File: src/hw/rtl/zfs_pkg.sv
// Shared types for the frame size scanner: field widths, status codes, the input
// item, the result item and the bundle of results that one input can produce.
// No dependencies.
`timescale 1ns / 1ps

package zfs_pkg;

    localparam int FSIZE_W   = 48;
    localparam int CSIZE_W   = 64;
    localparam int DICT_W    = 32;
    localparam int STATUS_W  = 4;
    localparam int RQ_DEPTH  = 4;

    typedef enum logic [STATUS_W-1:0] {
        ST_OK             = 4'd0,
        ST_BAD_MAGIC      = 4'd1,
        ST_RESERVED_BIT   = 4'd2,
        ST_WINDOW_LOG     = 4'd3,
        ST_RESERVED_BLOCK = 4'd4,
        ST_SKIP_OVERFLOW  = 4'd5,
        ST_TRUNCATED      = 4'd6,
        ST_SIZE_UNKNOWN   = 4'd7,
        ST_NONE_FOUND     = 4'd8,
        ST_COUNTER_OVF    = 4'd9
    } t_status;

    typedef struct packed {
        logic [7:0] data_byte;
        logic       has_byte;
        logic       last_of_stream;
    } t_item;

    typedef struct packed {
        logic                result_kind;
        logic [FSIZE_W-1:0]  frame_size;
        logic                frame_skippable;
        logic [DICT_W-1:0]   dictionary_id;
        logic [CSIZE_W-1:0]  content_size;
        logic                content_known;
        logic [FSIZE_W-1:0]  largest_frame_size;
        logic [CSIZE_W-1:0]  largest_content_size;
        logic [STATUS_W-1:0] status;
        logic                last_result;
    } t_result;

    // Results produced by one input item, in delivery order.
    typedef struct packed {
        logic [1:0] num;
        t_result    res0;
        t_result    res1;
    } t_emit;

endpackage

File: src/hw/rtl/zfs_in_if.sv
// Input byte channel of the frame size scanner.
// No dependencies.
`timescale 1ns / 1ps

interface zfs_in_if;
    logic       valid;
    logic       ready;
    logic [7:0] data_byte;
    logic       has_byte;
    logic       last_of_stream;

    modport source (output valid, output data_byte, output has_byte,
                    output last_of_stream, input ready);
    modport sink   (input valid, input data_byte, input has_byte,
                    input last_of_stream, output ready);
endinterface

File: src/hw/rtl/zfs_out_if.sv
// Result channel of the frame size scanner.
// Depends on zfs_pkg.
`timescale 1ns / 1ps

interface zfs_out_if;
    import zfs_pkg::*;

    logic                valid;
    logic                ready;
    logic                result_kind;
    logic [FSIZE_W-1:0]  frame_size;
    logic                frame_skippable;
    logic [DICT_W-1:0]   dictionary_id;
    logic [CSIZE_W-1:0]  content_size;
    logic                content_known;
    logic [FSIZE_W-1:0]  largest_frame_size;
    logic [CSIZE_W-1:0]  largest_content_size;
    logic [STATUS_W-1:0] status;
    logic                last_result;

    modport source (output valid, output result_kind, output frame_size,
                    output frame_skippable, output dictionary_id,
                    output content_size, output content_known,
                    output largest_frame_size, output largest_content_size,
                    output status, output last_result, input ready);
    modport sink   (input valid, input result_kind, input frame_size,
                    input frame_skippable, input dictionary_id,
                    input content_size, input content_known,
                    input largest_frame_size, input largest_content_size,
                    input status, input last_result, output ready);
endinterface

File: src/hw/rtl/zfs_cfg_if.sv
// Configuration write channel of the frame size scanner.
// No dependencies.
`timescale 1ns / 1ps

interface zfs_cfg_if;
    logic valid;
    logic ready;
    logic content_mode;

    modport source (output valid, output content_mode, input ready);
    modport sink   (input valid, input content_mode, output ready);
endinterface

File: src/hw/rtl/zfs_parser.sv
// Header parser: holds the stream state and advances it by one input item
// per enabled cycle, producing up to two results.
// Depends on zfs_pkg.
`timescale 1ns / 1ps

module zfs_parser #(
    parameter int FRAME_SIZE_BITS = 48
) (
    input  logic           i_clk,
    input  logic           i_rst_n,
    input  logic           i_take,
    input  zfs_pkg::t_item i_item,
    input  logic           i_mode,
    output zfs_pkg::t_emit o_emit
);
    import zfs_pkg::*;

    localparam logic [31:0] MAGIC_REGULAR   = 32'hFD2FB528;
    localparam logic [31:0] MAGIC_SKIP      = 32'h184D2A50;
    localparam logic [31:0] MAGIC_SKIP_MASK = 32'hFFFFFFF0;
    localparam logic [31:0] SKIP_LEN_MAX    = 32'hFFFFFFF7;
    localparam logic [7:0]  WLOG_BASE       = 8'd10;
    localparam logic [7:0]  WLOG_MAX        = 8'd31;
    localparam logic [7:0]  DESC_RESERVED   = 8'h08;
    localparam logic [CSIZE_W-1:0] FCS_OFFSET = CSIZE_W'(256);
    localparam logic [31:0] CHECKSUM_LEN    = 32'd4;
    localparam logic [1:0]  BT_RLE          = 2'd1;
    localparam logic [1:0]  BT_FORBIDDEN    = 2'd3;
    localparam logic [3:0]  DICT_LEN_TAB [4] = '{4'd0, 4'd1, 4'd2, 4'd4};
    localparam logic [3:0]  FCS_LEN_TAB  [4] = '{4'd0, 4'd2, 4'd4, 4'd8};

    typedef enum logic [10:0] {
        PH_MAGIC    = 11'b000_0000_0001,
        PH_SKIPLEN  = 11'b000_0000_0010,
        PH_SKIPBODY = 11'b000_0000_0100,
        PH_DESC     = 11'b000_0000_1000,
        PH_WINDOW   = 11'b000_0001_0000,
        PH_DICT     = 11'b000_0010_0000,
        PH_FCS      = 11'b000_0100_0000,
        PH_BLKHDR   = 11'b000_1000_0000,
        PH_BLKBODY  = 11'b001_0000_0000,
        PH_CHECKSUM = 11'b010_0000_0000,
        PH_ERROR    = 11'b100_0000_0000
    } t_phase;

    function automatic logic [3:0] fcs_len(input logic [7:0] d);
        if (d[7:6] == 2'd0) begin
            return d[5] ? 4'd1 : 4'd0;
        end
        return FCS_LEN_TAB[d[7:6]];
    endfunction

    // Phase that follows the dictionary field (or its absence).
    function automatic t_phase after_dict(input logic [7:0] d);
        return (fcs_len(d) != 4'd0) ? PH_FCS : PH_BLKHDR;
    endfunction

    // Phase that follows the descriptor and optional window byte.
    function automatic t_phase after_desc(input logic [7:0] d);
        return (d[1:0] != 2'd0) ? PH_DICT : after_dict(d);
    endfunction

    t_phase                     r_phase, n_phase;
    logic [3:0]                 r_idx, n_idx;
    logic [63:0]                r_acc, n_acc;
    logic [7:0]                 r_desc, n_desc;
    logic [31:0]                r_skip, n_skip;
    logic [FRAME_SIZE_BITS-1:0] r_count, n_count;
    logic [CSIZE_W-1:0]         r_csize, n_csize;
    logic [DICT_W-1:0]          r_dict, n_dict;
    logic                       r_skippable, n_skippable;
    logic                       r_last_blk, n_last_blk;
    logic [FRAME_SIZE_BITS-1:0] r_lf, n_lf;
    logic [CSIZE_W-1:0]         r_lc, n_lc;
    t_status                    r_err, n_err;

    t_emit emit;

    always_comb begin
        logic [63:0]                g_acc;
        logic [3:0]                 g_idx;
        logic [FRAME_SIZE_BITS-1:0] cnt_inc;
        logic [23:0]                blk_hdr;
        logic [31:0]                blk_size;
        logic                       fin;
        logic                       blk_done;
        logic                       known;
        logic                       best_zero;
        t_status                    st;
        t_result                    res_frame;
        t_result                    res_sum;

        n_phase     = r_phase;
        n_idx       = r_idx;
        n_acc       = r_acc;
        n_desc      = r_desc;
        n_skip      = r_skip;
        n_count     = r_count;
        n_csize     = r_csize;
        n_dict      = r_dict;
        n_skippable = r_skippable;
        n_last_blk  = r_last_blk;
        n_lf        = r_lf;
        n_lc        = r_lc;
        n_err       = r_err;

        g_acc    = r_acc | (64'(i_item.data_byte) << {r_idx[2:0], 3'b000});
        g_idx    = r_idx + 4'd1;
        cnt_inc  = r_count + FRAME_SIZE_BITS'(1);
        blk_hdr  = g_acc[23:0];
        blk_size = (blk_hdr[2:1] == BT_RLE) ? 32'd1 : 32'(blk_hdr[23:3]);
        fin      = 1'b0;
        blk_done = 1'b0;
        known    = (r_csize != '1);
        emit     = '0;

        res_frame                 = '0;
        res_frame.result_kind     = 1'b0;
        res_frame.frame_size      = FSIZE_W'(cnt_inc);
        res_frame.frame_skippable = r_skippable;
        res_frame.dictionary_id   = r_dict;
        res_frame.content_size    = r_skippable ? '0 : r_csize;
        res_frame.content_known   = !r_skippable && known;
        res_frame.last_result     = !i_item.last_of_stream;

        if (i_take && i_item.has_byte && r_phase != PH_ERROR) begin
            if (&r_count) begin
                n_err   = ST_COUNTER_OVF;
                n_phase = PH_ERROR;
            end else begin
                n_count = cnt_inc;
                unique case (r_phase)
                    PH_MAGIC: begin
                        n_acc = g_acc;
                        n_idx = g_idx;
                        if (g_idx == 4'd4) begin
                            if (g_acc[31:0] == MAGIC_REGULAR) begin
                                n_phase = PH_DESC;
                                n_idx   = '0;
                                n_acc   = '0;
                            end else if ((g_acc[31:0] & MAGIC_SKIP_MASK) == MAGIC_SKIP) begin
                                n_skippable = 1'b1;
                                n_dict      = g_acc[31:0] - MAGIC_SKIP;
                                n_phase     = PH_SKIPLEN;
                                n_idx       = '0;
                                n_acc       = '0;
                            end else begin
                                n_err   = ST_BAD_MAGIC;
                                n_phase = PH_ERROR;
                            end
                        end
                    end
                    PH_SKIPLEN: begin
                        n_acc = g_acc;
                        n_idx = g_idx;
                        if (g_idx == 4'd4) begin
                            if (g_acc[31:0] > SKIP_LEN_MAX) begin
                                n_err   = ST_SKIP_OVERFLOW;
                                n_phase = PH_ERROR;
                            end else if (g_acc[31:0] == 32'd0) begin
                                fin = 1'b1;
                            end else begin
                                n_skip  = g_acc[31:0];
                                n_phase = PH_SKIPBODY;
                            end
                        end
                    end
                    PH_SKIPBODY, PH_CHECKSUM: begin
                        n_skip = r_skip - 32'd1;
                        fin    = (n_skip == 32'd0);
                    end
                    PH_DESC: begin
                        n_desc = i_item.data_byte;
                        if ((i_item.data_byte & DESC_RESERVED) != 8'd0) begin
                            n_err   = ST_RESERVED_BIT;
                            n_phase = PH_ERROR;
                        end else if (!i_item.data_byte[5]) begin
                            n_phase = PH_WINDOW;
                        end else begin
                            n_phase = after_desc(i_item.data_byte);
                            n_idx   = '0;
                            n_acc   = '0;
                        end
                    end
                    PH_WINDOW: begin
                        if ({3'b000, i_item.data_byte[7:3]} + WLOG_BASE > WLOG_MAX) begin
                            n_err   = ST_WINDOW_LOG;
                            n_phase = PH_ERROR;
                        end else begin
                            n_phase = after_desc(r_desc);
                            n_idx   = '0;
                            n_acc   = '0;
                        end
                    end
                    PH_DICT: begin
                        n_acc = g_acc;
                        n_idx = g_idx;
                        if (g_idx >= DICT_LEN_TAB[r_desc[1:0]]) begin
                            n_dict  = g_acc[31:0];
                            n_phase = after_dict(r_desc);
                            n_idx   = '0;
                            n_acc   = '0;
                        end
                    end
                    PH_FCS: begin
                        n_acc = g_acc;
                        n_idx = g_idx;
                        if (g_idx >= fcs_len(r_desc)) begin
                            // A two-byte size field is stored with an offset.
                            n_csize = (r_desc[7:6] == 2'd1) ? g_acc + FCS_OFFSET : g_acc;
                            n_phase = PH_BLKHDR;
                            n_idx   = '0;
                            n_acc   = '0;
                        end
                    end
                    PH_BLKHDR: begin
                        n_acc = g_acc;
                        n_idx = g_idx;
                        if (g_idx == 4'd3) begin
                            if (blk_hdr[2:1] == BT_FORBIDDEN) begin
                                n_err   = ST_RESERVED_BLOCK;
                                n_phase = PH_ERROR;
                            end else begin
                                n_last_blk = blk_hdr[0];
                                if (blk_size == 32'd0) begin
                                    blk_done = 1'b1;
                                end else begin
                                    n_skip  = blk_size;
                                    n_phase = PH_BLKBODY;
                                end
                            end
                        end
                    end
                    PH_BLKBODY: begin
                        n_skip   = r_skip - 32'd1;
                        blk_done = (n_skip == 32'd0);
                    end
                    default: begin
                        n_err   = ST_TRUNCATED;
                        n_phase = PH_ERROR;
                    end
                endcase

                if (blk_done) begin
                    if (!n_last_blk) begin
                        n_phase = PH_BLKHDR;
                        n_idx   = '0;
                        n_acc   = '0;
                    end else if (r_desc[2]) begin
                        n_skip  = CHECKSUM_LEN;
                        n_phase = PH_CHECKSUM;
                    end else begin
                        fin = 1'b1;
                    end
                end

                if (fin) begin
                    if (!r_skippable && !known && i_mode) begin
                        n_err   = ST_SIZE_UNKNOWN;
                        n_phase = PH_ERROR;
                    end else begin
                        // The new count is compared as r_count >= r_lf.
                        if (r_count >= r_lf) begin
                            n_lf = cnt_inc;
                        end
                        if (!r_skippable && known && r_csize > r_lc) begin
                            n_lc = r_csize;
                        end
                        emit.num    = 2'd1;
                        emit.res0   = res_frame;
                        n_phase     = PH_MAGIC;
                        n_idx       = '0;
                        n_acc       = '0;
                        n_desc      = '0;
                        n_skip      = '0;
                        n_count     = '0;
                        n_csize     = '1;
                        n_dict      = '0;
                        n_skippable = 1'b0;
                        n_last_blk  = 1'b0;
                    end
                end
            end
        end

        best_zero = i_mode ? (n_lc == '0) : (n_lf == '0);
        st        = n_err;
        if (st == ST_OK && !(n_phase == PH_MAGIC && n_idx == 4'd0)) begin
            st = ST_TRUNCATED;
        end
        if (st == ST_OK && best_zero) begin
            st = ST_NONE_FOUND;
        end
        res_sum                      = '0;
        res_sum.result_kind          = 1'b1;
        res_sum.largest_frame_size   = (st != ST_OK) ? '0 : FSIZE_W'(n_lf);
        res_sum.largest_content_size = (st != ST_OK) ? '0 : n_lc;
        res_sum.status               = st;
        res_sum.last_result          = 1'b1;

        if (i_take && i_item.last_of_stream) begin
            if (emit.num == 2'd1) begin
                emit.res1 = res_sum;
            end else begin
                emit.res0 = res_sum;
            end
            emit.num    = emit.num + 2'd1;
            n_phase     = PH_MAGIC;
            n_idx       = '0;
            n_acc       = '0;
            n_desc      = '0;
            n_skip      = '0;
            n_count     = '0;
            n_csize     = '1;
            n_dict      = '0;
            n_skippable = 1'b0;
            n_last_blk  = 1'b0;
            n_lf        = '0;
            n_lc        = '0;
            n_err       = ST_OK;
        end
    end

    assign o_emit = emit;

    always_ff @(posedge i_clk) begin
        if (!i_rst_n) begin
            r_phase     <= PH_MAGIC;
            r_idx       <= '0;
            r_acc       <= '0;
            r_desc      <= '0;
            r_skip      <= '0;
            r_count     <= '0;
            r_csize     <= '1;
            r_dict      <= '0;
            r_skippable <= 1'b0;
            r_last_blk  <= 1'b0;
            r_lf        <= '0;
            r_lc        <= '0;
            r_err       <= ST_OK;
        end else begin
            r_phase     <= n_phase;
            r_idx       <= n_idx;
            r_acc       <= n_acc;
            r_desc      <= n_desc;
            r_skip      <= n_skip;
            r_count     <= n_count;
            r_csize     <= n_csize;
            r_dict      <= n_dict;
            r_skippable <= n_skippable;
            r_last_blk  <= n_last_blk;
            r_lf        <= n_lf;
            r_lc        <= n_lc;
            r_err       <= n_err;
        end
    end

endmodule

File: src/hw/rtl/zfs_rqueue.sv
// Result queue: takes up to two results a cycle from the parser and hands
// them out one per transaction.
// Depends on zfs_pkg.
`timescale 1ns / 1ps

module zfs_rqueue (
    input  logic             i_clk,
    input  logic             i_rst_n,
    input  zfs_pkg::t_emit   i_push,
    input  logic             i_pop,
    output logic             o_valid,
    output zfs_pkg::t_result o_head,
    output logic             o_room2
);
    import zfs_pkg::*;

    localparam int PTR_W = $clog2(RQ_DEPTH);
    localparam int CNT_W = $clog2(RQ_DEPTH + 1);

    t_result            r_mem [RQ_DEPTH];
    logic [PTR_W-1:0]   r_head, n_head;
    logic [PTR_W-1:0]   r_tail, n_tail;
    logic [CNT_W-1:0]   r_cnt, n_cnt;
    logic               pop;

    assign o_valid = (r_cnt != '0);
    assign o_head  = r_mem[r_head];
    assign o_room2 = (r_cnt <= CNT_W'(RQ_DEPTH - 2));
    assign pop     = i_pop && o_valid;

    always_comb begin
        n_head = r_head + PTR_W'(pop);
        n_tail = r_tail + PTR_W'(i_push.num);
        n_cnt  = r_cnt + CNT_W'(i_push.num) - CNT_W'(pop);
    end

    always_ff @(posedge i_clk) begin
        if (i_push.num != 2'd0) begin
            r_mem[r_tail] <= i_push.res0;
        end
        if (i_push.num == 2'd2) begin
            r_mem[r_tail + PTR_W'(1)] <= i_push.res1;
        end
    end

    always_ff @(posedge i_clk) begin
        if (!i_rst_n) begin
            r_head <= '0;
            r_tail <= '0;
            r_cnt  <= '0;
        end else begin
            r_head <= n_head;
            r_tail <= n_tail;
            r_cnt  <= n_cnt;
        end
    end

endmodule

File: src/hw/rtl/zstd_frame_size_scanner_core.sv
// Frame size scanner: one stream byte per cycle unless stalled, a registered
// input stage, the header parser and a four-entry result queue. A result can
// first be taken once it has passed the input register and the queue. One input
// transaction is accepted per cycle while the queue has room for two results;
// an item that ends a frame and the stream takes two output transactions.
// Reset is synchronous and active low; it clears the stream state and mode.
`timescale 1ns / 1ps

module zstd_frame_size_scanner_core #(
    parameter int FRAME_SIZE_BITS = 48
) (
    input  logic      i_clk,
    input  logic      i_rst_n,
    zfs_in_if.sink    i_in,
    zfs_cfg_if.sink   i_cfg,
    zfs_out_if.source o_out
);
    import zfs_pkg::*;

    logic    r_in_vld;
    t_item   r_item;
    logic    r_mode;
    logic    room2;
    logic    take;
    logic    in_acc;
    t_emit   emit;
    t_result head;
    logic    head_vld;

    assign take       = r_in_vld && room2;
    assign i_in.ready = !r_in_vld || room2;
    assign in_acc     = i_in.valid && i_in.ready;
    assign i_cfg.ready = 1'b1;

    always_ff @(posedge i_clk) begin
        if (!i_rst_n) begin
            r_in_vld <= 1'b0;
            r_mode   <= 1'b0;
        end else begin
            if (in_acc) begin
                r_in_vld <= 1'b1;
            end else if (take) begin
                r_in_vld <= 1'b0;
            end
            if (i_cfg.valid) begin
                r_mode <= i_cfg.content_mode;
            end
        end
    end

    always_ff @(posedge i_clk) begin
        if (in_acc) begin
            r_item.data_byte      <= i_in.data_byte;
            r_item.has_byte       <= i_in.has_byte;
            r_item.last_of_stream <= i_in.last_of_stream;
        end
    end

    zfs_parser #(
        .FRAME_SIZE_BITS(FRAME_SIZE_BITS)
    ) u_parser (
        .i_clk   (i_clk),
        .i_rst_n (i_rst_n),
        .i_take  (take),
        .i_item  (r_item),
        .i_mode  (r_mode),
        .o_emit  (emit)
    );

    zfs_rqueue u_rqueue (
        .i_clk   (i_clk),
        .i_rst_n (i_rst_n),
        .i_push  (emit),
        .i_pop   (o_out.ready),
        .o_valid (head_vld),
        .o_head  (head),
        .o_room2 (room2)
    );

    assign o_out.valid                = head_vld;
    assign o_out.result_kind          = head.result_kind;
    assign o_out.frame_size           = head.frame_size;
    assign o_out.frame_skippable      = head.frame_skippable;
    assign o_out.dictionary_id        = head.dictionary_id;
    assign o_out.content_size         = head.content_size;
    assign o_out.content_known        = head.content_known;
    assign o_out.largest_frame_size   = head.largest_frame_size;
    assign o_out.largest_content_size = head.largest_content_size;
    assign o_out.status               = head.status;
    assign o_out.last_result          = head.last_result;

endmodule
File: src/flat_wrapper.sv
// flat-port wrapper written by rule: the top's interface ports become plain ports
module zstd_frame_size_scanner_core_flat import zfs_pkg::*;
#(
    parameter int FRAME_SIZE_BITS = 48
)
  (i_clk, i_rst_n, i_in_valid, i_in_data_byte, i_in_has_byte, i_in_last_of_stream, i_in_ready, i_cfg_valid, i_cfg_content_mode, i_cfg_ready, o_out_valid, o_out_result_kind, o_out_frame_size, o_out_frame_skippable, o_out_dictionary_id, o_out_content_size, o_out_content_known, o_out_largest_frame_size, o_out_largest_content_size, o_out_status, o_out_last_result, o_out_ready);
  zfs_in_if i_in_i ();
  zfs_cfg_if i_cfg_i ();
  zfs_out_if o_out_i ();
  input  logic i_clk;
  input  logic i_rst_n;
  input wire logic [$bits(i_in_i.valid)-1:0] i_in_valid;
  input wire logic [$bits(i_in_i.data_byte)-1:0] i_in_data_byte;
  input wire logic [$bits(i_in_i.has_byte)-1:0] i_in_has_byte;
  input wire logic [$bits(i_in_i.last_of_stream)-1:0] i_in_last_of_stream;
  output wire logic [$bits(i_in_i.ready)-1:0] i_in_ready;
  input wire logic [$bits(i_cfg_i.valid)-1:0] i_cfg_valid;
  input wire logic [$bits(i_cfg_i.content_mode)-1:0] i_cfg_content_mode;
  output wire logic [$bits(i_cfg_i.ready)-1:0] i_cfg_ready;
  output wire logic [$bits(o_out_i.valid)-1:0] o_out_valid;
  output wire logic [$bits(o_out_i.result_kind)-1:0] o_out_result_kind;
  output wire logic [$bits(o_out_i.frame_size)-1:0] o_out_frame_size;
  output wire logic [$bits(o_out_i.frame_skippable)-1:0] o_out_frame_skippable;
  output wire logic [$bits(o_out_i.dictionary_id)-1:0] o_out_dictionary_id;
  output wire logic [$bits(o_out_i.content_size)-1:0] o_out_content_size;
  output wire logic [$bits(o_out_i.content_known)-1:0] o_out_content_known;
  output wire logic [$bits(o_out_i.largest_frame_size)-1:0] o_out_largest_frame_size;
  output wire logic [$bits(o_out_i.largest_content_size)-1:0] o_out_largest_content_size;
  output wire logic [$bits(o_out_i.status)-1:0] o_out_status;
  output wire logic [$bits(o_out_i.last_result)-1:0] o_out_last_result;
  input wire logic [$bits(o_out_i.ready)-1:0] o_out_ready;
  assign i_in_i.valid = i_in_valid;
  assign i_in_i.data_byte = i_in_data_byte;
  assign i_in_i.has_byte = i_in_has_byte;
  assign i_in_i.last_of_stream = i_in_last_of_stream;
  assign i_in_ready = i_in_i.ready;
  assign i_cfg_i.valid = i_cfg_valid;
  assign i_cfg_i.content_mode = i_cfg_content_mode;
  assign i_cfg_ready = i_cfg_i.ready;
  assign o_out_valid = o_out_i.valid;
  assign o_out_result_kind = o_out_i.result_kind;
  assign o_out_frame_size = o_out_i.frame_size;
  assign o_out_frame_skippable = o_out_i.frame_skippable;
  assign o_out_dictionary_id = o_out_i.dictionary_id;
  assign o_out_content_size = o_out_i.content_size;
  assign o_out_content_known = o_out_i.content_known;
  assign o_out_largest_frame_size = o_out_i.largest_frame_size;
  assign o_out_largest_content_size = o_out_i.largest_content_size;
  assign o_out_status = o_out_i.status;
  assign o_out_last_result = o_out_i.last_result;
  assign o_out_i.ready = o_out_ready;
  zstd_frame_size_scanner_core #(.FRAME_SIZE_BITS(FRAME_SIZE_BITS)) u_core (.i_clk(i_clk), .i_rst_n(i_rst_n), .i_in(i_in_i), .i_cfg(i_cfg_i), .o_out(o_out_i));
endmodule
File: config.mk
export PLATFORM = sky130hd
export DESIGN_NAME = zstd_frame_size_scanner_core_flat
export DESIGN_NICKNAME = d
export VERILOG_FILES = /design/src/hw/rtl/zfs_pkg.sv /design/src/hw/rtl/zfs_in_if.sv /design/src/hw/rtl/zfs_out_if.sv /design/src/hw/rtl/zfs_cfg_if.sv /design/src/hw/rtl/zfs_parser.sv /design/src/hw/rtl/zfs_rqueue.sv /design/src/hw/rtl/zstd_frame_size_scanner_core.sv /design/src/flat_wrapper.sv
export SDC_FILE = /design/constraint.sdc
export NUM_CORES = 2
export LEC_CHECK = 0
export BUFFER_PORTS_ARGS = -buffer_cell sky130_fd_sc_hd__buf_2
export CELL_PAD_IN_SITES_DETAIL_PLACEMENT = 0
export CELL_PAD_IN_SITES_GLOBAL_PLACEMENT = 1
export CORE_ASPECT_RATIO = 0.7
export CORE_MARGIN = 5
export CORE_UTILIZATION = 50
export CTS_BUF_LIST = sky130_fd_sc_hd__clkbuf_16
export DETAILED_ROUTE_END_ITERATION = 10
export PLACE_DENSITY = 0.83
export SLEW_MARGIN = 5
export SYNTH_ARGS = -nofsm -noshare
export SYNTH_HDL_FRONTEND = slang
export SYNTH_SLANG_ARGS = --single-unit
export TNS_END_PERCENT = 10
File: constraint.sdc
create_clock -name i_clk -period 10.5 [get_ports i_clk]
set_input_delay 0.525 -clock i_clk [delete_from_list [all_inputs] [get_ports i_clk]]
set_output_delay 0.525 -clock i_clk [all_outputs]
set_load 0.01 [all_outputs]
== After elaboration in Yosys (flattened, before gate mapping) ==
Memory sizes are Yosys's and may differ from the RTL's. A register that Yosys moved wholly into a read port is not among the register bits.
Cells that the tools add are included.
Storage, ports and cells
  bits in registers: 400
  memory bits (writable): 1056
  input port bits: 16
  memories: 1
Cells by class
  add/sub/neg operators: 12
  order comparisons: 10
  equal/unequal tests: 22
  shift-type cells: 1
  muxes and demuxes: 207
  bitwise gates (word level): 6
  reductions and logical operators: 45
Memory list
  u_core.u_rqueue.r_mem: words 4, width 264, read ports 1, clocked after memory_dff 1, write ports 2, RTL line zfs_rqueue.sv:20  | t_result r_mem [RQ_DEPTH];
Operator list (number)
  64-bit two-way mux: 24
  265-bit two-way mux: 4
  32-bit two-way mux: 17
  530-bit two-way mux: 1
  264-bit two-way mux: 2
  48-bit two-way mux: 8
  64-bit one-hot mux with 6 select lines: 1
  4-bit two-way mux: 57
  11-bit two-way mux: 20
  32-bit zero test: 3
  32-bit one-hot mux with 3 select lines: 1
  11-bit one-hot mux with 8 select lines: 1
  8-bit two-way mux: 9
  64-bit by 9-bit adder with 64-bit output (second input constant): 1
  64-bit > comparator: 1
  64-bit zero test: 1
  64-bit != test (second input constant): 1
  64-bit bitwise OR: 1
  32-bit one-hot mux with 2 select lines: 1
  8-bit by 6-bit << shifter with 64-bit output: 1
  1-bit two-way mux: 52
  48-bit by 1-bit adder with 48-bit output (second input constant): 1
  48-bit greater-or-equal comparator: 1
  48-bit zero test: 1
  51 further kinds: 93

== Longest topological paths before layout ==
  word-level depth: 40
  mapped depth: 26
  mapped depth without buffers: 20

== By module ==
Synthesis repeated with hierarchy kept, for this count alone.
Unflattened totals
  cells, all modules: 6548
  area total of the unflattened synthesis: 80527.2 um2
By module, submodules not included
  zfs_rqueue: instances 1, cells an instance 2599, area an instance 51184.1 um2, seq. area each 31850.5 um2
  zfs_parser: instances 1, cells an instance 3928, area an instance 28930.2 um2, seq. area each 7587.3 um2
  zstd_frame_size_scanner_core: instances 1, cells an instance 21, area an instance 412.9 um2, seq. area each 340.3 um2

== Worst setup path before layout ==
Ideal clock, no wire load.
  path type: reg2reg
  start: register u_core.u_parser.r_skip[4]
  end: memory u_core.u_rqueue.r_mem[3][0] (netlist name) (enable)
  setup time: 0.471 ns
  arrival time: 6.783 ns
  data required time: 10.029 ns
  setup slack: 3.247 ns
  cell stages (with the launch flop): 20
  path buffers: 6
  period minus slack after synthesis: 7.253 ns
  cell sequence: dfxtp_1 > buf_2 > or4_1 > buf_2 > or4_1 > buf_2 > or4_4 > xor2_2 > nand4_1 > nor2_1 > a221o_1 > nand2_2 > clkbuf_1 > ha_1 > nor2b_1 > nand2b_1 > nand2_1 > clkbuf_1 > clkbuf_1 > inv_1
RTL lines
  from (decl): RTL line zfs_parser.sv:67  | logic [31:0] r_skip, n_skip;
  from (signal assigned): RTL line zfs_parser.sv:346  | r_skip <= n_skip;
  to (decl): RTL line zfs_rqueue.sv:20

==> results.tsv <==
metric	value	unit
Distinct cells, synth	101	
mean cell area of the mapped netlist	10.8	um^2
leakage power	26.9	nW
Synth Flop Type	dfxtp_1	
largest net degree at the start of global routing	189	
final net count	6345	
final setup violation count	0	
synthesized area	0.0665	mm^2
Setup Skew	0.0451	ns
crit end category	flip-flop	
final-report hold violation count	0	
Starting DRT DRC Count	6322	
Max Clock Freq	135	MHz
uppermost layer routed	met4	
fin crit period	7.40	ns
synthesized net count	6339	
Final period util	0.704	
core area	0.133	mm^2
Post-synth EDFFs	482	
Crit Path Category	reg -> reg	
drt drc	0	
post-DR vias/cell	6.45	
clock slew seen by the registers of the worst setup and hold paths	0.06	ns
worst path arrival time	7.98	ns
Root Buffer	clkbuf_16	
most frequent cells in the layout	dfxtp_1, nand2_1, edfxtp_1, nor3_1, a22o_1	
Synth Register Bits	1454	
fin. max-slew vios	0	
sequence of cells on the critical path	buf_4, nor2_1, a21oi_1, buf_4, inv_1, ha_1, nand3b_1, a221oi_1, or4b_1, or4_1, o21a_1, a311oi_1, o221ai_1, o21ai_1, nand4_1, nor4_2, nand4_1, buf_12, nor3_1	
CP Max Fanout	188	
CP bufs+invs	4	
initial antenna violation count	6	
maximum buffer depth of the clock tree	3	
post-placement cell count	7796	
RSZ-0062 raised after global routing	false	
met2 WL	89200	um
Least-Margin Pin Slew	1.36	ns
Final Non-Filler Cells	8075	
GPL Wtd Cong	0.993	
Die Wd	446	um
clock sink count	1454	
slowest CP cell	nor2_1	
sum of negative setup slack	0	ns
clock latency on the worst-skew pair	0.80	ns
Avg WL per Cell	26.4	um
CP required	11.09	ns
met3 routed WL	22900	um
cts bufs inserted	143	
DP HPWL	141000	um
max incr delay on CP	0.77	ns
die area	0.141	mm^2
# Max-Cap Violations	0	
CTS tree	built	
IO Count	283	
CTS H-tree lvls	4	
Buffers on Ports	281	
via count	52100	
outcome	finished clean	
M1 WL	95200	um
sequential share of the synthesized area	0.510	
drt pass-1 iters	6	
pwr dens	173	mW/mm^2
Overflow after GRT	0	
Placement Rows	112	
area added between synthesis and finish	11.2	%
Rel. slew slack	0.0860	
most common cell after layout, fill and taps aside	dfxtp_1	
CP delay by family, top	simple AND/OR/NAND/NOR gates	
layout cells sized above 1	0.170	
Final ANT Viol Nets	0	
yosys warns	0	
wirelength, routed	213000	um
Async SR Flop Fraction	0	
vias in the first global route	48300	
Initial Utilization	0.501	
first-pass GRT wire length	317000	um
worst hold path class	in -> reg	
Critical Path Source Type	flip-flop	
die height	315	um
overall global routing resource usage	0.295	
worst vdd ir	0.000145	V
cells after synthesis	6181	
-- path summary, 6_finish.rpt --
kind	start	endpoint	slack, ns	cells after the start
setup / recovery	u_core.u_parser.r_idx[0]$_SDFF_PP0_	u_core.u_rqueue.r_mem[0][73]$_DFFE_PP_	3.10	19
hold / removal	i_rst_n	u_core.r_in_vld$_SDFFE_PN0P_	0.16	2
setup reg to reg	u_core.u_parser.r_idx[0]$_SDFF_PP0_	u_core.u_rqueue.r_mem[0][73]$_DFFE_PP_	3.10	19
hold reg to reg	u_core.u_rqueue.r_mem[3][237]$_SDFFE_PP0P_	u_core.u_rqueue.r_mem[3][237]$_SDFFE_PP0P_	0.45	2
-- repair_timing --
action	in CTS	in global routing
resized for setup	0	0
endpoints found under the setup margin	0	0
setup buffers	0	0
hold buffers	13	0
hold endpoints to repair	12	0
-- per-layer routing --
| metal | vias to the layer above | track usage |
|---|---|---|
| li1 | 23100 | - |
| met1 | 26100 | 0.448 |
| met2 | 2608 | 0.416 |
| met3 | 318 | 0.0716 |
| met4 | 0 | 0.0874 |
| met5 | - | 0 |
-- sequential cells by signal, indices dropped and copies added (netlist names), 4 cells and up --
register	count
u_core.u_parser.r_err	4
u_core.u_parser.r_csize	64
u_core.u_parser.r_desc	6
u_core.u_parser.r_lf	48
u_core.u_parser.r_skip	32
u_core.u_parser.r_phase	11
u_core.u_parser.r_dict	32
u_core.u_parser.r_idx	4
u_core.r_item	10
u_core.u_parser.r_count	48
u_core.u_rqueue.r_mem	1056
u_core.u_parser.r_lc	64
u_core.u_parser.r_acc	64
-- power breakdown --
group | leakage, nW | switching [mW] | internal, mW
Clock | 2.45 | 2.31 | 2.94
Combinational | 11.4 | 1.03 | 0.639
Sequential | 13.0 | 0.0804 | 5.84
Total | 26.9 | 3.42 | 9.41
-- cells in the mapped netlist (29+ instances only) --
cell / n / area, um^2
dfxtp_1: 972 / 19500
mux4_2: 264 / 5950
nand3_1: 93 / 465
o21ai_0: 307 / 1540
buf_2: 79 / 395
mux2i_1: 71 / 711
a21oi_1: 245 / 1230
nor2_1: 396 / 1490
xnor2_1: 75 / 657
nor3_2: 101 / 1010
nand2_1: 507 / 1900
nor2b_1: 49 / 307
o211a_1: 44 / 440
ha_1: 141 / 1760
o211ai_1: 115 / 863
edfxtp_1: 482 / 14500
xor2_1: 68 / 596
and2_1: 29 / 181
nand4_1: 73 / 457
a21o_1: 60 / 450
clkbuf_1: 374 / 1400
nor4_1: 84 / 526
or3_1: 32 / 200
nor3_1: 464 / 2320
clkbuf_2: 30 / 150
inv_1: 152 / 571
a22oi_1: 71 / 533
buf_1: 58 / 218
a22o_1: 390 / 3420
-- area by class of cell --
type                    instances  area [um^2]
repair buffers                416         2530
fillers                     11300        58700
multi-input cells            4016        29900
clock inverters               114         1080
clock buffers                 148         3700
well taps                    1767         2210
diodes                          4         10.0
flip-flops and latches       1454        33900
inverters                     156          596
-- kinds of logic after synthesis --
group | Yosys count | synth area share
compound gates | 1389 | 0.146
xor+xnor | 144 | 0.0191
fa+ha+maj | 142 | 0.0268
buf+inv | 711 | 0.0436
flops | 1454 | 0.510
mux | 337 | 0.100
other cells | 1 | 0.0000564
simple gates | 2003 | 0.154
-- stage by stage --
stage               hold WS, ns  power (mW)  utilization  setup slack, ns  cell area (um^2)
finish                    0.163        12.8        0.557             3.10             74000
global route              0.145        13.3        0.557             2.80             74000
CTS                       0.103        12.9        0.557             3.26             74000
detailed placement        0.438        7.72        0.520             3.26             69000
global placement          0.430        7.71        0.520             3.29             69000
floorplan                 0.420        7.16            -             3.25             66500
No activity file was read; power rests on OpenSTA's default activity.
